**src/rtl/dal_pkg.sv**
```systemverilog
package dal_pkg;

  // sizes of the record store and channel set
  localparam int RECORDS   = 64;
  localparam int CHANNELS  = 16;
  localparam int FRAC_BITS = 8;

  // field widths
  localparam int SLOT_W = 6;
  localparam int CH_W   = 4;
  localparam int NCH_W  = 5;
  localparam int TS_W   = 32;
  localparam int VAL_W  = 16;
  localparam int LS_W   = 17;
  localparam int LSUM_W = 48;
  localparam int PSUM_W = 32;
  localparam int UCNT_W = 16;
  localparam int AVG_W  = 25;
  localparam int PAVG_W = 16;
  localparam int IVL_W  = 17;
  localparam int RC_W   = 7;
  localparam int CFG_W  = 16;
  localparam int CFGI_W = 2;

  // record store geometry
  localparam int MEM_DEPTH = RECORDS * CHANNELS;
  localparam int MEM_AW    = SLOT_W + CH_W;
  localparam int MEM_DW    = AVG_W + PAVG_W;
  localparam int HALF_W    = SLOT_W - 1;

  // reset values
  localparam logic [NCH_W-1:0] CH_COUNT_RST  = NCH_W'(4);
  localparam logic [IVL_W-1:0] INIT_INTERVAL = IVL_W'(24);
  localparam logic [CFG_W-1:0] MAX_IVL_RST   = CFG_W'(43200);

  // register indexes
  localparam logic [CFGI_W-1:0] CFG_CHANNEL_COUNT = CFGI_W'(0);
  localparam logic [CFGI_W-1:0] CFG_MAX_INTERVAL  = CFGI_W'(2);

  typedef enum logic {
    CMD_SAMPLE = 1'b0,
    CMD_READ   = 1'b1
  } cmd_e;

  typedef struct packed {
    cmd_e              cmd;
    logic [TS_W-1:0]   timestamp;
    logic [CH_W-1:0]   channel;
    logic [LS_W-1:0]   lvl_ship;
    logic [VAL_W-1:0]  planet;
    logic              eou;
    logic [SLOT_W-1:0] read_slot;
  } item_t;

  typedef struct packed {
    logic [SLOT_W-1:0] slot;
    logic [CH_W-1:0]   channel;
    logic [AVG_W-1:0]  level_avg;
    logic [PAVG_W-1:0] planet_avg;
    logic [RC_W-1:0]   records_used;
    logic [IVL_W-1:0]  interval;
    logic              last;
  } result_t;

endpackage

```
**src/rtl/dal_outq.sv**
```systemverilog
module dal_outq (
  input  logic             clk_i,
  input  logic             rst_ni,
  input  logic             push_i,
  input  dal_pkg::result_t data_i,
  output logic             full_o,
  input  logic             pop_i,
  output logic             empty_o,
  output dal_pkg::result_t data_o
);

  dal_pkg::result_t buf_q [4];
  logic [1:0]       wr_q, rd_q;
  logic [2:0]       cnt_q;
  logic             wr_en, rd_en;

  assign full_o  = (cnt_q == 3'd4);
  assign empty_o = (cnt_q == 3'd0);
  assign data_o  = buf_q[rd_q];
  assign wr_en   = push_i && !full_o;
  assign rd_en   = pop_i && !empty_o;

  // result queue pointers
  always_ff @(posedge clk_i or negedge rst_ni) begin
    if (!rst_ni) begin
      wr_q  <= '0;
      rd_q  <= '0;
      cnt_q <= '0;
    end else begin
      if (wr_en) wr_q <= wr_q + 1'b1;
      if (rd_en) rd_q <= rd_q + 1'b1;
      cnt_q <= cnt_q + {2'b0, wr_en} - {2'b0, rd_en};
    end
  end

  always_ff @(posedge clk_i) begin
    if (wr_en) buf_q[wr_q] <= data_i;
  end

endmodule

```
**config.mk**
```make
export PLATFORM = sky130hd
export DESIGN_NAME = dal_outq
export DESIGN_NICKNAME = d
export VERILOG_FILES = /design/src/rtl/dal_pkg.sv /design/src/rtl/dal_outq.sv
export SDC_FILE = /design/constraint.sdc
export NUM_CORES = 1
export LEC_CHECK = 0
export ABC_AREA = 0
export BUFFER_PORTS_ARGS = -buffer_cell sky130_fd_sc_hd__buf_4
export CORE_UTILIZATION = 30
export DETAILED_ROUTE_END_ITERATION = 8
export HOLD_SLACK_MARGIN = 0.03
export SLEW_MARGIN = 0
export SYNTH_ARGS = -nofsm -noshare
export SYNTH_HDL_FRONTEND = slang
export SYNTH_SLANG_ARGS = --single-unit
```
**constraint.sdc**
```tcl
create_clock -name clk_i -period 2.9 [get_ports clk_i]
set_input_delay 0.29 -clock clk_i [delete_from_list [all_inputs] [get_ports clk_i]]
set_output_delay 0.29 -clock clk_i [all_outputs]
set_load 0.05 [all_outputs]
```
Yosys cells after proc, flatten, opt, wreduce, memory -nomap -nowiden
Memories as Yosys holds them, arrays and structs flattened.
Cells that the tools add are included.
{"block": "totals", "regBits": 7, "mem_bits_rw": 304, "in_bits": 80, "output_inout_bits": 78, "wordCells": 16, "memories": 1}
{"memory": "buf_q", "depth": 4, "word_bits": 76, "read_ports": 1, "rd_clocked_by_memory_dff": 0, "write_ports": 1, "line_no": "dal_outq.sv:12", "source": "dal_pkg::result_t buf_q [4];"}
{"block": "op_classes", "n_addsub": 4, "n_eq_ne": 1, "muxes": 2, "reduce_logical": 5}
{"op": "$add 2x1->2 const B", "count": 2}
{"op": "$add 3x1->3", "count": 1}
{"op": "$eq 3x3->1 const B", "count": 1}
{"op": "$logic_not 3->1", "count": 1}
{"op": "$sub 3x1->3", "count": 1}
{"op": "$logic_and 1x1->1", "count": 2}
{"op": "$logic_not 1->1", "count": 2}
{"op": "$mux 1", "count": 2}

Logic depth before layout (Yosys ltp)
{"block": "logic_depth", "ltp_word": 5, "ltp_mapped": 8, "ltp_nobuf": 8}

Least setup slack after synthesis
OpenSTA, ideal clock, no wires.
{"block": "synth_timing", "path_type": "register -> register", "startpoint": "register cnt_q[2]", "endpoint": "memory buf_q[0][0] in the netlist's numbering, enable pin", "setup_ps": 443, "t_arrival_ps": 2640, "required_ps": 2457, "setup_slack_ps": -183, "path_stages_with_launch": 3, "n_path_buf": 0, "period_less_slack_ps": 3083, "path_cell_list": "dfrtp_1 > nor3b_2 > and3b_1"}
{"block": "synth_via", "elab_chain_len": 5}
{"element": "start, declared", "line_no": "dal_outq.sv:14", "source": "logic [2:0] cnt_q;"}
{"element": "start signal, assigned", "line_no": "dal_outq.sv:32", "source": "cnt_q <= cnt_q + {2'b0, wr_en} - {2'b0, rd_en};"}
{"element": "$eq 3x3->1", "line_no": "dal_outq.sv:17", "source": "assign full_o = (cnt_q == 3'd4);"}
{"element": "named net full_o", "line_no": "dal_outq.sv:6", "source": "output logic full_o,"}
{"element": "$logic_not 1->1", "line_no": "dal_outq.sv:20", "source": "assign wr_en = push_i && !full_o;"}
{"element": "$logic_and 1x1->1", "line_no": "dal_outq.sv:20"}
{"element": "$mux 1", "line_no": "dal_outq.sv:37", "source": "if (wr_en) buf_q[wr_q] <= data_i;"}
{"element": "$mux 1 (not written as such)", "line_no": "dal_outq.sv:37"}
{"element": "end, declared", "line_no": "dal_outq.sv:12"}
The timed path passes the listed nets, and every way through them passes these cells.

==> results.ini <==
[run_status]
outcome = completed

[sta]
setup_viol = 0
slew_violations = 0
setup_slack_ns = 0.2926
maxSlewHeadroom = 0.6219
fin_skew_ns = 0.009437
setup_tns_ns = 0
max_freq_ghz = 0.3835
hold_viol = 0
rsz0062_at_grt = false
fin_crit_ns = 2.607
worst_pin_slew_ns = 0.5672
finalCritPeriodShare = 0.8991

[clocking]
path_clk_slew_ns = 0.06
h-tree-depth = 2
cts.hold.buffers_added = 77
cts-resized-gates = 0
clock-root-buffer = clkbuf_16
cts_buffer_depth = 3
clock-sinks = 311
numCtsBuffers = 35
post_cts_buffers = 0
clk_latency_ns = 0.52
cts_tree = yes

[placement]
finalWeightedCongestion = 0.6672
port_buffers = 157
dp_hpwl_mm = 13.63
pre_cts_slack_ns = 0.6076

[global_route]
met2_usage = 0.1995
use_met1 = 0.1526
grt_usage = 0.1215
grt_pass1_wl_mm = 34.86
grt_max_degree = 43
busiest_layer = met2
grt_remaining_overflow = 0
grt_pass1_vias = 5888
antenna_found_initial = 3
grt_use_met3 = 0.03859

[yosys]
synth_cell_types = 22
syn_inst = 439
ys_ff_latch = 311
synth.avg_cell_area_um2 = 26.07
ys_seq_area_frac = 0.8130
yosysWarnings = 0
synth_top_area_frac = 0.7977
syn_nets = 526
synth_top_area_cell = edfxtp_1
yosys-top-cells-area = edfxtp_1, mux4_2, dfrtp_1
synth_area_um2 = 11440

[cells_and_area]
register_area_um2 = 9311
fill_cells = 3327
final_common_cell = edfxtp_1
drive_above_1_share = 0.4134
syn2layout_area_growth_pct = 33.96
nNetsFinal = 795
multiInputGateArea_um2 = 1992
layout_common_cells = edfxtp_1, buf_4, dlygate4sd3_1, mux4_2, clkbuf_16

[critical_path]
start_kind = flop
crit_path_start = rd_q[0]
worstPathCellList = buf_12 -> mux4_2 -> buf_4
slowest_stage = dfrtp_4
worstSetupPathType = flop to output pin
cp_slowest_stage_delay_ns = 0.75
cp-end-kind = output pin
crit_arrival_ns = 2.32
worst-path-buf-inv = 2
r2r-start = cnt_q[2]
path_max_fanout = 21
crit_family = flip-flops
required_ns = 2.61

[power]
power_density_nw_per_um2 = 1151
ir_worst_vdd_mv = 0.8004
leakagePower_nw = 5.235
power.total_mw = 17.65

[drt]
vias_per_cell = 4.354
routed_wl_mm = 23.10
dr_total_vias = 5429
routedWlPerCell_um = 18.53
remaining_drc_errors = 0
dr.pass1.iters = 6
drt_iter0_markers = 240
ant_nets = 0

[die]
coreArea_um2 = 37580
initial_utilization = 0.3045
die_x_um = 197.3
num_rows = 71
die_area_um2 = 38930
io_pins = 158
dieHeight_um = 197.3

[worst_hold_path]
hold_class = input pin to flop
hp-start = push_i

[run]
maxCapViolations = 0

[power breakdown]
group          internal (mW)  total [mW]  switching (mW)
Combinational           2.50        6.86            4.37
Sequential              5.92        6.30           0.378
Clock                   2.78        4.49            1.71
Total                   11.2        17.6            6.45
[stage by stage]
step             util  hold WS [ns]  area [µm²]  instances
3_3_place_gp   0.3563        0.1094       13390       1105
5_1_grt        0.4080       0.08214       15330       1247
6_report       0.4080        0.1020       15330       1247
3_5_place_dp   0.3563        0.1111       13390       1105
4_1_cts        0.4078       0.05867       15320       1244
2_1_floorplan       -     -0.005591       11450        439
[cell type report]
cell class	count	area share
Inverter	6	0.001469
Clock buffer	48	0.06309
Clock inverter	14	0.01273
Antenna cell	3	0.0004897
Sequential cell	311	0.6074
Timing Repair Buffer	250	0.1432
Multi-Input combinational cell	104	0.1299
Tap cell	511	0.04171
[path summary, 6_finish.rpt]
path	to	slack [ns]	depth (start not counted)
worst min register to register	wr_q[1]	0.62	2
worst max-delay path	data_o[3]	0.29	3
worst min-delay path	wr_q[1]	0.10	3
max in group asynchronous	rd_q[1]	2.65	2
min in group asynchronous	rd_q[0]	0.11	2
worst max register to register	cnt_q[2]	0.60	8
[cells by family (layout without fill, tap and decap cells)]
kind of cell	Yosys count	after routing	synth area share
flops	311	311	0.8130
mux	76	76	0.1496
buf+inv	24	318	0.01421
simple gates	13	13	0.009073
fa+ha+maj	7	7	0.008310
compound gates	4	4	0.002733
xor+xnor	4	4	0.003061
other cells	0	3	0
[sequential cells by signal (all words and copies together), names as in the netlist]
register,cells
buf_q,304
cnt_q,3
rd_q,2
wr_q,2
[Yosys cell counts]
master       n
fa_1         1
o211ai_1     2
buf_8        1
inv_1        6
xnor2_1      4
and3b_1      4
o31ai_1      1
nand2_1      1
buf_4        3
mux4_2      76
dfrtp_1      7
nand2b_1     4
buf_2        8
nor3_1       1
clkbuf_1     3
ha_1         6
o311ai_0     1
nand4bb_1    2
buf_12       2
buf_6        1
edfxtp_1   304
nor3b_2      1
[per-layer routing]
metal  share of wire  vias to the layer above
met1            0.43                     2826
li1                -                     2434
met4           0.019                        0
met3           0.060                       31
met2            0.49                      138
met5               0                        -
[tightest hold or removal path: cells and delay by family]
kind	cells	cell delay, ns
AOI/OAI and AO/OA	1	0.07
buffers and inverters	1	0.15
and+or+nand+nor	1	0.06
No activity file was read; power rests on OpenSTA's default activity.
