===== src/rtl/dal_pkg.sv =====
package dal_pkg;

  // sizes of the record store and channel set
  localparam int RECORDS   = 64;
  localparam int CHANNELS  = 16;
  localparam int FRAC_BITS = 8;

  // field widths
  localparam int SLOT_W = 6;
  localparam int CH_W   = 4;
  localparam int NCH_W  = 5;
  localparam int TS_W   = 32;
  localparam int VAL_W  = 16;
  localparam int LS_W   = 17;
  localparam int LSUM_W = 48;
  localparam int PSUM_W = 32;
  localparam int UCNT_W = 16;
  localparam int AVG_W  = 25;
  localparam int PAVG_W = 16;
  localparam int IVL_W  = 17;
  localparam int RC_W   = 7;
  localparam int CFG_W  = 16;
  localparam int CFGI_W = 2;

  // record store geometry
  localparam int MEM_DEPTH = RECORDS * CHANNELS;
  localparam int MEM_AW    = SLOT_W + CH_W;
  localparam int MEM_DW    = AVG_W + PAVG_W;
  localparam int HALF_W    = SLOT_W - 1;

  // reset values
  localparam logic [NCH_W-1:0] CH_COUNT_RST  = NCH_W'(4);
  localparam logic [IVL_W-1:0] INIT_INTERVAL = IVL_W'(24);
  localparam logic [CFG_W-1:0] MAX_IVL_RST   = CFG_W'(43200);

  // register indexes
  localparam logic [CFGI_W-1:0] CFG_CHANNEL_COUNT = CFGI_W'(0);
  localparam logic [CFGI_W-1:0] CFG_MAX_INTERVAL  = CFGI_W'(2);

  typedef enum logic {
    CMD_SAMPLE = 1'b0,
    CMD_READ   = 1'b1
  } cmd_e;

  typedef struct packed {
    cmd_e              cmd;
    logic [TS_W-1:0]   timestamp;
    logic [CH_W-1:0]   channel;
    logic [LS_W-1:0]   lvl_ship;
    logic [VAL_W-1:0]  planet;
    logic              eou;
    logic [SLOT_W-1:0] read_slot;
  } item_t;

  typedef struct packed {
    logic [SLOT_W-1:0] slot;
    logic [CH_W-1:0]   channel;
    logic [AVG_W-1:0]  level_avg;
    logic [PAVG_W-1:0] planet_avg;
    logic [RC_W-1:0]   records_used;
    logic [IVL_W-1:0]  interval;
    logic              last;
  } result_t;

endpackage


===== src/rtl/dal_front.sv =====
module dal_front (
  input  logic                        clk_i,
  input  logic                        rst_ni,
  input  logic                        push,
  output logic                        full,
  input  logic                        command_i,
  input  logic [dal_pkg::TS_W-1:0]    timestamp_i,
  input  logic [dal_pkg::CH_W-1:0]    channel_i,
  input  logic [dal_pkg::VAL_W-1:0]   level_value_i,
  input  logic [dal_pkg::VAL_W-1:0]   ship_count_i,
  input  logic [dal_pkg::VAL_W-1:0]   planet_count_i,
  input  logic                        end_of_update_i,
  input  logic [dal_pkg::SLOT_W-1:0]  read_slot_i,
  output logic                        valid_o,
  output dal_pkg::item_t              item_o,
  input  logic                        pop_i
);

  dal_pkg::item_t item;
  dal_pkg::item_t buf_q [2];
  logic           wr_q, rd_q;
  logic [1:0]     cnt_q;
  logic           wr_en, rd_en;

  // classify the word and fold level and ships together
  always_comb begin
    item.cmd       = command_i ? dal_pkg::CMD_READ : dal_pkg::CMD_SAMPLE;
    item.timestamp = timestamp_i;
    item.channel   = channel_i;
    item.lvl_ship  = dal_pkg::LS_W'(level_value_i) + dal_pkg::LS_W'(ship_count_i);
    item.planet    = planet_count_i;
    item.eou       = end_of_update_i;
    item.read_slot = read_slot_i;
  end

  assign full    = (cnt_q == 2'd2);
  assign valid_o = (cnt_q != 2'd0);
  assign item_o  = buf_q[rd_q];
  assign wr_en   = push && !full;
  assign rd_en   = pop_i && valid_o;

  // two-entry queue toward the back end
  always_ff @(posedge clk_i or negedge rst_ni) begin
    if (!rst_ni) begin
      wr_q  <= 1'b0;
      rd_q  <= 1'b0;
      cnt_q <= 2'd0;
    end else begin
      if (wr_en) wr_q <= !wr_q;
      if (rd_en) rd_q <= !rd_q;
      cnt_q <= cnt_q + {1'b0, wr_en} - {1'b0, rd_en};
    end
  end

  always_ff @(posedge clk_i) begin
    if (wr_en) buf_q[wr_q] <= item;
  end

endmodule


===== config.mk =====
export PLATFORM = sky130hd
export DESIGN_NAME = dal_front
export DESIGN_NICKNAME = d
export VERILOG_FILES = /design/src/rtl/dal_pkg.sv /design/src/rtl/dal_front.sv
export SDC_FILE = /design/constraint.sdc
export NUM_CORES = 1
export LEC_CHECK = 0
export BUFFER_PORTS_ARGS = -buffer_cell sky130_fd_sc_hd__buf_2
export CAP_MARGIN = 20
export CORE_UTILIZATION = 54
export DETAILED_ROUTE_END_ITERATION = 7
export PLACE_DENSITY = 0.81
export SYNTH_ARGS = -nofsm -noshare
export SYNTH_HDL_FRONTEND = slang
export SYNTH_SLANG_ARGS = --single-unit

===== constraint.sdc =====
create_clock -name clk_i -period 10.6 [get_ports clk_i]
set_clock_uncertainty 0.2 [all_clocks]
set_input_delay 1.59 -clock clk_i [delete_from_list [all_inputs] [get_ports clk_i]]
set_output_delay 1.59 -clock clk_i [all_outputs]
set_load 0.005 [all_outputs]

After elaboration in Yosys (flattened, before gate mapping)
Memory sizes are Yosys's and may differ from the RTL's. Cells that the tools add are included.

Mux-type cells: 3. Add/sub/neg operators: 3. Eq/ne operators: 1. Reductions and logical operators: 6.

Operators by type and width (number): adder 16 x 16 -> 17 bit (1); logical NOT 1 bit (3); two-way mux 1 bit (3); adder 2 x 1 -> 2 bit (1); == test 2 bit (second input constant) (1); logical AND 1 bit (2); nonzero test 2 bit (1); subtractor 2 x 1 -> 2 bit (1).

Register bits after elaboration: 4. Memories: 1. Input port bits: 96. Memory bits (writable): 154.

Memory list: buf_q (words 2, bits a word 77, rd ports 1, clocked after Yosys merged registers in 0, write ports 1, line dal_front.sv:20) `dal_pkg::item_t buf_q [2];`.

Logic depth before layout (Yosys ltp)
Word-level depth: 5. Depth in mapped cells: 7. Depth with buffers taken out: 7.

Worst setup path after synthesis
OpenSTA, ideal clock, no wires.

Kind: input-to-reg. From: input push. To: memory buf_q[0][0] (netlist name) (enable). Library setup time: 513 ps. Slack: 4990 ps. Buffers on the path: 0. Cell stages on the path: 2. Arrival time: 4897 ps. Cell sequence: nand2_1 nor2_1.

Word-level cells in the longest chain between the ends: 3.

Ends and longest elaborated chain: start, declared (line dal_front.sv:4) `input logic push,`; logical AND 1 bit (line dal_front.sv:39) `assign wr_en = push && !full;`; two-way mux 1 bit (line dal_front.sv:56) `if (wr_en) buf_q[wr_q] <= item;`; two-way mux 1 bit (implied by the code) (line dal_front.sv:56); end, declared (line dal_front.sv:20).

Every way passes these cells.

==> impl_metrics.ini <==
[setup_path]
required_ns = 8.81
arrival_ns = 2.14
cp_max_fo = 78
cp-start-kind = flip-flop
rrSetupSlack_ns = 8.23
reg2reg_from = cnt_q[0]$_DFF_PN0_
crit_type = flip-flop to output pin
worstReg2RegEnd = buf_q[0][7]$_DFFE_PP_
rr_worst_depth = 4
worstSetupEndpointType = output pin

[yosys]
yosys-top-cells-area = edfxtp_1 (71%), mux2_2 (13%), ha_1 (3.5%), dfrtp_1 (1.5%), xnor2_1 (1.1%)
synth_area_leader_cell = edfxtp_1
synth-main-ff-cell = edfxtp_1
yosysWarningCount = 0
synthAdderAreaFrac = 0.03790
synth_cell_types = 39
synth_top_area_frac = 0.7148
synth-seq-area-share = 0.7302
syn_nets = 473
synth_edf_count = 154
muxShareOfSynthArea = 0.1340
synth-simple-area-share = 0.02843
synth-compound-area-share = 0.04042
syn_area_um2 = 6470
syn_avg_cell_area_um2 = 18.07
syn_inst = 358
ys_ff_latch = 158
synth_top_family_by_area = multiplexers
synthXorXnorAreaFrac = 0.02031
synth-async-reset-ratio = 0.02532

[placed_design]
io_buffers = 174
gp_congestion = 0.9049
dp.final_hpwl_um = 7660

[final_layout]
syn_to_final_growth_pct = 24.48
drive_gt1_frac = 0.5181
antenna_cells = 0
ff_latch_area_um2 = 4728
fill_cells = 748
fin_nets = 658
final_cell_mix = buf_2 (174), edfxtp_1 (154), mux2_2 (77)
multi_input_area_um2 = 1702
final_common_cell = buf_2

[run_status]
status = finished with violations
violations = design-rule violations

[global_route]
grt_use_total = 0.1961
grt_first_pass_wirelength_um = 18310
grt_max_degree = 79
grt_pass1_vias = 3783
grt.overflow.total = 0
antenna_found_initial = 0

[worst_hold_path]
holdPathStages = 1
hold-path-endpoint = cnt_q[1]$_DFF_PN0_
hold_path_class = flip-flop to flip-flop
min_from = cnt_q[1]$_DFF_PN0_

[clock_tree]
cts_tree = yes
hold_buffers = 0
clock-sinks = 158
cts.clk_slew.worst_paths_ns = 0.06
cts_buffer_depth = 2
htree_num_levels = 4
cts_root_buf = clkbuf_16
cts_setup_buffers = 0
cts_buffers = 17
clk_latency_ns = 0.40
post_cts_resized = 0

[sta]
timing.fmax_ghz = 0.2545
min_period_ns = 3.929
fin_tns_setup_ns = 0
rsz0062_at_grt = false
hold_viol_final = 0
max-slew-margin-rel = 0.2729
slew_violations = 0
setup_viol = 0
tightest_slew_ns = 1.091
finalCritPeriodShare = 0.3706

[floorplanning]
die_h_um = 111.5
initial_core_util = 0.5595
dieArea_um2 = 12420
ioPinCount = 175
num_rows = 39
die_w_um = 111.5
fp.coreArea_um2 = 11560

[detailed_routing]
viasPerCell = 5.422
routed_wirelength_um = 11930
wl_per_cell_um = 17.11
drtIter0Drc = 358
num_vias = 3779
drcViolationCount = 15
drtAntennaViolNets = 0
drtPass1Iterations = 7

[power_and_ir_drop]
power.total_w = 0.002045
leakage_nw = 3.130
power.density_nw_per_um2 = 253.9
vdd_drop_max_mv = 0.1312

[run]
maxCapViolCount = 0
report_power, final:
group / internal [W] / total [W] / switching, W
sequential: 0.000868 / 0.000959 / 0.0000912
clock: 0.000341 / 0.000566 / 0.000225
combinational: 0.000279 / 0.000519 / 0.000240
per-stage QoR:
| stage | hold WS [ns] | area [µm²] | cells | setup slack, ns | utilization |
|---|---|---|---|---|---|
| after CTS | 0.3055 | 8054 | 697 | 6.677 | 0.6964 |
| after floorplan | 0.2604 | 6470 | 358 | 4.990 | - |
| after detailed placement | 0.2932 | 7502 | 667 | 6.836 | 0.6487 |
| after global routing | 0.3346 | 8054 | 697 | 6.576 | 0.6964 |
| final | 0.2981 | 8054 | 697 | 6.671 | 0.6964 |
| after global placement | 0.2861 | 7502 | 667 | 6.900 | 0.6487 |
Yosys cell counts (3+ instances only):
master and instances:
edfxtp_1 154, mux2_2 77, ha_1 18, a21oi_1 12
nand2_1 10, o21ai_0 8, xnor2_1 8, nor2_1 7
xor2_1 7, buf_2 6, and3_1 5, nand3_1 5
dfrtp_1 4, inv_1 4, nor3_1 3
flip-flops by register name, summed over array words and instances (netlist names):
name	count
buf_q	154
wr_q	1
rd_q	1
cnt_q	2
worst max path at each step:
stage                     startpoint  cells after the start                     end
floorplan                       push                      2   buf_q[0][0]$_DFFE_PP_
global placement    level_value_i[0]                      8  buf_q[0][33]$_DFFE_PP_
detailed placement  level_value_i[0]                      8  buf_q[0][33]$_DFFE_PP_
CTS                 rd_q$_DFFE_PN0P_                      2              item_o[51]
global route        rd_q$_DFFE_PN0P_                      2              item_o[14]
finish              rd_q$_DFFE_PN0P_                      2              item_o[31]
cells by family after synthesis:
family	count (synthesis)
simple gates	37
buf+inv	13
fa+ha+maj	19
xor+xnor	15
flops	158
compound gates	39
mux	77
final cells by class:
cell class / instances / share of cell area
clock buffer: 18 / 0.05329
clock inverter: 12 / 0.01522
inverter: 4 / 0.001864
multi-input combinational: 187 / 0.2113
sequential: 158 / 0.5871
tap: 143 / 0.02222
timing repair buffer: 175 / 0.1091
metal layers:
| metal | vias up | share of wire | global-route usage |
|---|---|---|---|
| met4 | 0 | 0.021 | 0.08829 |
| met2 | 164 | 0.49 | 0.3346 |
| met3 | 23 | 0.077 | 0.06097 |
| li1 | 1780 | - | - |
| met5 | - | 0 | 0 |
| met1 | 1812 | 0.41 | 0.2284 |
critical path: stages, from the launching register on:
cell	delay, ns
dfrtp_4	1.08
mux2_2	0.43
buf_2	0.14
Power figures use the tool's default switching activity.
